$ cat src/hdl/stmc_pkg.sv
package stmc_pkg;

  localparam int DEF_MAP_ROWS    = 64;
  localparam int DEF_MAP_COLS    = 64;
  localparam int DEF_SCREEN_ROWS = 32;
  localparam int DEF_SCREEN_COLS = 32;

  localparam int OP_W     = 2;
  localparam int CELL_W   = 6;
  localparam int TILE_W   = 16;
  localparam int SIZE_W   = 7;
  localparam int VEL_W    = 5;
  localparam int SCROLL_W = 16;
  localparam int SETCNT_W = 2;
  localparam int COLS_W   = 8;
  localparam int DEST_W   = 13;

  localparam int CFG_IDX_W  = 3;
  localparam int CFG_DATA_W = 16;

  // shared divider: 16-bit dividend, 8-bit divisor, 4 quotient bits per cycle
  localparam int DIV_W      = 16;
  localparam int DIVISOR_W  = 8;
  localparam int DIV_STEP   = 4;
  localparam int DIV_CYCLES = DIV_W / DIV_STEP;
  localparam int DIV_CNT_W  = (DIV_CYCLES > 1) ? $clog2(DIV_CYCLES) : 1;

  localparam logic [SIZE_W-1:0]   RST_TILE_SIZE = 7'd16;
  localparam logic [SETCNT_W-1:0] RST_SET_COUNT = 2'd1;
  localparam logic [TILE_W-1:0]   RST_FIRST_ID  = 16'd1;
  localparam logic [COLS_W-1:0]   RST_COLUMNS   = 8'd1;

  typedef enum logic [OP_W-1:0] {
    OP_WRITE = 2'd0,
    OP_TICK  = 2'd1,
    OP_DRAW  = 2'd2
  } opcode_t;

  typedef enum logic [CFG_IDX_W-1:0] {
    CFG_TILE_SIZE   = 3'd0,
    CFG_VELOCITY_X  = 3'd1,
    CFG_VELOCITY_Y  = 3'd2,
    CFG_SET_COUNT   = 3'd3,
    CFG_FIRST_ID_A  = 3'd4,
    CFG_COLUMNS_A   = 3'd5,
    CFG_FIRST_ID_B  = 3'd6,
    CFG_COLUMNS_B   = 3'd7
  } cfg_reg_t;

  typedef enum logic [1:0] {
    DIV_SEL_X  = 2'd0,
    DIV_SEL_Y  = 2'd1,
    DIV_SEL_ID = 2'd2
  } div_sel_t;

  typedef enum logic [2:0] {
    S_IDLE,
    S_XS,
    S_XW,
    S_YW,
    S_RD,
    S_LK,
    S_IW,
    S_EM
  } state_t;

  typedef struct packed {
    logic     take_item;
    logic     div_start;
    div_sel_t div_sel;
    logic     cap_x;
    logic     cap_y;
    logic     ram_re;
    logic     cap_lookup;
    logic     cap_src;
    logic     load_out;
  } cmd_t;

  typedef struct packed {
    logic [OP_W-1:0] in_op;
    logic            div_done;
    logic            need_div;
    logic            can_load;
  } status_t;

endpackage

$ cat src/hdl/stmc_ctrl.sv
module stmc_ctrl (
  input  logic              clk,
  input  logic              rst_n,
  input  logic              in_valid,
  output logic              in_ready,
  input  stmc_pkg::status_t status,
  output stmc_pkg::cmd_t    cmd
);
  import stmc_pkg::*;

  state_t state_r, state_nxt;

  always_ff @(posedge clk) begin
    if (!rst_n) begin
      state_r <= S_IDLE;
    end else begin
      state_r <= state_nxt;
    end
  end

  always_comb begin
    state_nxt = state_r;
    case (state_r)
      S_IDLE: if (in_valid && status.in_op == OP_DRAW) state_nxt = S_XS;
      S_XS:   state_nxt = S_XW;
      S_XW:   if (status.div_done) state_nxt = S_YW;
      S_YW:   if (status.div_done) state_nxt = S_RD;
      S_RD:   state_nxt = S_LK;
      S_LK:   state_nxt = status.need_div ? S_IW : S_EM;
      S_IW:   if (status.div_done) state_nxt = S_EM;
      S_EM:   if (status.can_load) state_nxt = S_IDLE;
      default: state_nxt = S_IDLE;
    endcase
  end

  always_comb begin
    cmd         = '0;
    cmd.div_sel = DIV_SEL_X;
    in_ready    = 1'b0;
    case (state_r)
      S_IDLE: begin
        in_ready      = 1'b1;
        cmd.take_item = in_valid;
      end
      S_XS: begin
        cmd.div_start = 1'b1;
      end
      S_XW: begin
        // chain the vertical division straight after the horizontal one
        if (status.div_done) begin
          cmd.cap_x     = 1'b1;
          cmd.div_start = 1'b1;
          cmd.div_sel   = DIV_SEL_Y;
        end
      end
      S_YW: begin
        cmd.cap_y = status.div_done;
      end
      S_RD: begin
        cmd.ram_re = 1'b1;
      end
      S_LK: begin
        cmd.cap_lookup = 1'b1;
        cmd.div_sel    = DIV_SEL_ID;
        cmd.div_start  = status.need_div;
      end
      S_IW: begin
        cmd.cap_src = status.div_done;
      end
      S_EM: begin
        cmd.load_out = status.can_load;
      end
      default: ;
    endcase
  end

endmodule

$ cat config.mk
export PLATFORM = sky130hd
export DESIGN_NAME = stmc_ctrl
export DESIGN_NICKNAME = d
export VERILOG_FILES = /design/src/hdl/stmc_pkg.sv /design/src/hdl/stmc_ctrl.sv
export SDC_FILE = /design/constraint.sdc
export NUM_CORES = 1
export LEC_CHECK = 0
export BUFFER_PORTS_ARGS = -buffer_cell sky130_fd_sc_hd__buf_4
export CORE_AREA = 2 2 39 41
export DETAILED_ROUTE_END_ITERATION = 12
export DIE_AREA = 0 0 41 43
export GPL_ROUTABILITY_DRIVEN = 0
export HOLD_SLACK_MARGIN = 0.05
export PLACE_DENSITY_LB_ADDON = 0.25
export SLEW_MARGIN = 25
export SYNTH_ARGS = -nofsm -noshare
export SYNTH_HDL_FRONTEND = slang
export SYNTH_SLANG_ARGS = --single-unit
$ cat constraint.sdc
create_clock -name clk -period 1.5 [get_ports clk]
set_clock_uncertainty 0.2 [all_clocks]
set_input_delay 0.075 -clock clk [delete_from_list [all_inputs] [get_ports clk]]
set_output_delay 0.075 -clock clk [all_outputs]
set_load 0.05 [all_outputs]
==> metrics.md <==
| Metric | Value |
|---|---|
| Synth top area cells | `dfxtp_1 17%, ha_1 14%, and2_1 7.1%` |
| Area of the multi-input gates | `333 sq um` |
| Failing checks | `setup timing` |
| Nets | `83` |
| Static Leak | `0.328 nW` |
| Ant. Diodes | `0` |
| Met2 Usage GRT | `19.7%` |
| Net Count, Synth | `53` |
| Post-DP HPWL | `661 um` |
| Clock Latency Late Sink | `230 ps` |
| FF-to-FF End | `state_r[0]` |
| Vias per cell | `4.64` |
| Combinational Power Share | `72.2%` |
| Crit-path cells | `inv_4 > ha_4 > and3b_2 > a21o_4 > buf_8` |
| R2R setup slack | `-60 ps` |
| Unique masters post-synth | `22` |
| Biggest regs | `state_r (3)` |
| Util after Layout | `51.2%` |
| Core Footprint | `1380 sq um` |
| Post-Syn Area | `350 sq um` |
| Reg area | `68.8 sq um` |
| Final Hold Fails | `0` |
| Largest net degree at the start of global routing | `11` |
| Initial DRT Pass Iterations | `4` |
| TritonCTS clock tree | `done` |
| Asr flop ratio synth | `0%` |
| DRT antenna net count | `0` |
| Horiz. Die Dim | `41 um` |
| Row count | `14` |
| Most Crowded Layer GR | `met2` |
| Vias post-DR | `399` |
| Clock power frac | `13.5%` |
| Synth Instances | `41` |
| Net Sw Frac | `46.1%` |
| Fmax | `630 MHz` |
| Port Buf Inserts | `18` |
| Reg2reg path depth | `6` |
| Area leader, netlist | `dfxtp_1` |
| Total Routing Usage GR | `13.4%` |
| Worst Hold Launch | `status[4]` |
| Htree depth | `1` |
| Seq/Total Area, Yosys | `17.1%` |
| Slowest CP cell | `dfxtp_4` |
| Seq pwr share | `14.3%` |
| Total of max-cap violations | `0` |
| Die Area | `1760 sq um` |
| Average wire per standard cell | `10.6 um` |
| CP startpoint | `state_r[0]` |
| Number of global-route vias before repair | `384` |
| Psw | `0.000487 W` |
| Yosys warnings | `0` |
| Initial antenna violation count | `0` |
| Fillers | `127` |
| Final Critical Period | `1590 ps` |
| Synth Area per Inst | `8.54 sq um` |
| First DRT Iteration DRCs | `5` |
| Setup Viol. Count Final | `9` |
| GR Overflow Total | `0` |
| TritonCTS Buffers | `3` |
| Unrepaired setup endpoints after global routing | `true` |
| Most flops, register | `state_r` |
| CP startpoint kind | `flip-flop` |
| Starting Density | `25.3%` |
| Crit path capture | `cmd[8]` |
| Period utilization | `106%` |
| Die Height | `43 um` |
| CP Capture Type | `output pin` |
| GR Util met1 | `15.8%` |
| I/O Pins | `19` |
| Max FFs per register | `3` |
| Tightest Pin Transition | `220 ps` |
| CP peak stage delay | `360 ps` |
| Slew Limit Fails | `0` |
| Worst rel slew slack | `85.3%` |
| Setup slack after layout | `-86.4 ps` |
| CTS sink cnt | `3` |
| Synth Register Bits | `3` |
| Status | `finished, violations left` |
| Post-Route WL | `914 um` |
| Top cell type's share of synthesized area | `17.1%` |
| Layout cell share with drive strength beyond 1 | `64.3%` |
| Layout area overhead | `102%` |
| CTS root buf | `clkbuf_4` |
| Total power | `0.00106 W` |
| Pwr/cell area | `1490 nW/um^2` |
| Worst Path Required | `1220 ps` |
| Kind of critical path | `reg2out` |
| GRT met3 Usage | `3.14%` |
| Most instantiated cells after synthesis | `6 x nand2_1, 4 x and2_1, 4 x ha_1, 3 x dfxtp_1` |
| Worst min path class | `in2reg` |
| WP data arrival | `1310 ps` |
| Count leader, synth | `nand2_1` |
| Pre-CTS WS | `-64.4 ps` |
| Largest fanout on the critical path | `4` |
| DRC viols | `0` |
| Number of flops mapped to enable cells by yosys | `0` |
| RR Startpoint | `state_r[1]` |
| Pint | `0.000569 W` |
| Longest Clk Path Bufs | `2` |
| Primary FF master, synth | `dfxtp_1` |
| Reg clk slew, reported paths | `40 ps` |
| Global-route wire length before repair | `1540 um` |
| VDD IR max | `0.000760 V` |
==> layout by cell type, fill, tap and decap left out, types with 2 or more instances in the layout <==
cell	count
and2_1	3
and3b_1	2
buf_4	13
buf_6	8
buf_8	2
clkbuf_4	3
dfxtp_4	2
dlygate4sd3_1	3
ha_4	2
inv_4	2
mux2i_1	2
nand2_1	6
o31ai_2	2
==> per-layer routing <==
metal  wire length [um]  part of all wire, %
met5                  0                    0
met4                 31                  3.4
met3                 49                  5.4
met2                427                   47
met1                405                   44
==> how the worst min path moves through the flow <==
stage,cells past startpoint,slack [ps],end
2_1_floorplan,2,10,state_r[1]
3_3_place_gp,3,170,state_r[1]
3_5_place_dp,3,170,state_r[1]
4_1_cts,5,60,state_r[2]
5_1_grt,5,110,state_r[1]
6_report,5,60,state_r[2]
==> worst max-delay path, delay by kind of cell, from the launching register on <==
| family | cells | cell delay, ps |
|---|---|---|
| AND/OR/NAND/NOR | 1 | 200 |
| buffers and inverters | 2 | 190 |
| adder cells (fa/ha/maj) | 1 | 140 |
| flip-flops | 1 | 360 |
| AO/OA/AOI/OAI | 1 | 180 |
==> cell type report <==
| class | count | share of cell area (%) |
|---|---|---|
| multi-input cells | 35 | 47.0 |
| repair buffers | 26 | 35.0 |
| flip-flops and latches | 3 | 9.72 |
| clock buffers | 4 | 3.71 |
| well taps | 16 | 2.83 |
| inverters | 2 | 1.77 |
==> stage by stage <==
stage,instances,setup TNS [ps],hold slack [ps],cell area (sq um)
2_1_floorplan,41,-73.9,12.9,382
3_3_place_gp,78,-51.9,170,559
3_5_place_dp,78,-64.4,172,559
4_1_cts,86,-470,56.7,694
5_1_grt,86,-965,107,708
6_report,86,-406,60.2,708
==> repair_timing <==
action | in CTS | in global routing
setup endpoints to repair | 11 | 13
pin swaps | 3 | 1
hold buffers | 3 | 0
gates resized for setup | 19 | 4
endpoints found under the hold margin | 3 | 0
buffers inserted | 1 | 0
==> power groups by stage <==
| stage | registers [W] | clock network [W] | logic, W |
|---|---|---|---|
| 6_report | 0.000151 | 0.000143 | 0.000762 |
| 5_1_grt | 0.000158 | 0.000156 | 0.000824 |
| 4_1_cts | 0.000144 | 0.000150 | 0.000739 |
| 3_5_place_dp | 0.000132 | 0 | 0.000642 |
| 3_3_place_gp | 0.000132 | 0 | 0.000648 |
| 2_1_floorplan | 0.000128 | 0 | 0.000474 |
==> kinds of logic after synthesis <==
group / count (synthesis) / share of synthesized area [%]
simple gates: 21 / 36.4
compound gates: 8 / 22.1
fa+ha+maj: 4 / 14.3
buf+inv: 3 / 4.29
flops: 3 / 17.1
mux: 2 / 5.71
Power figures use the tool's default switching activity.
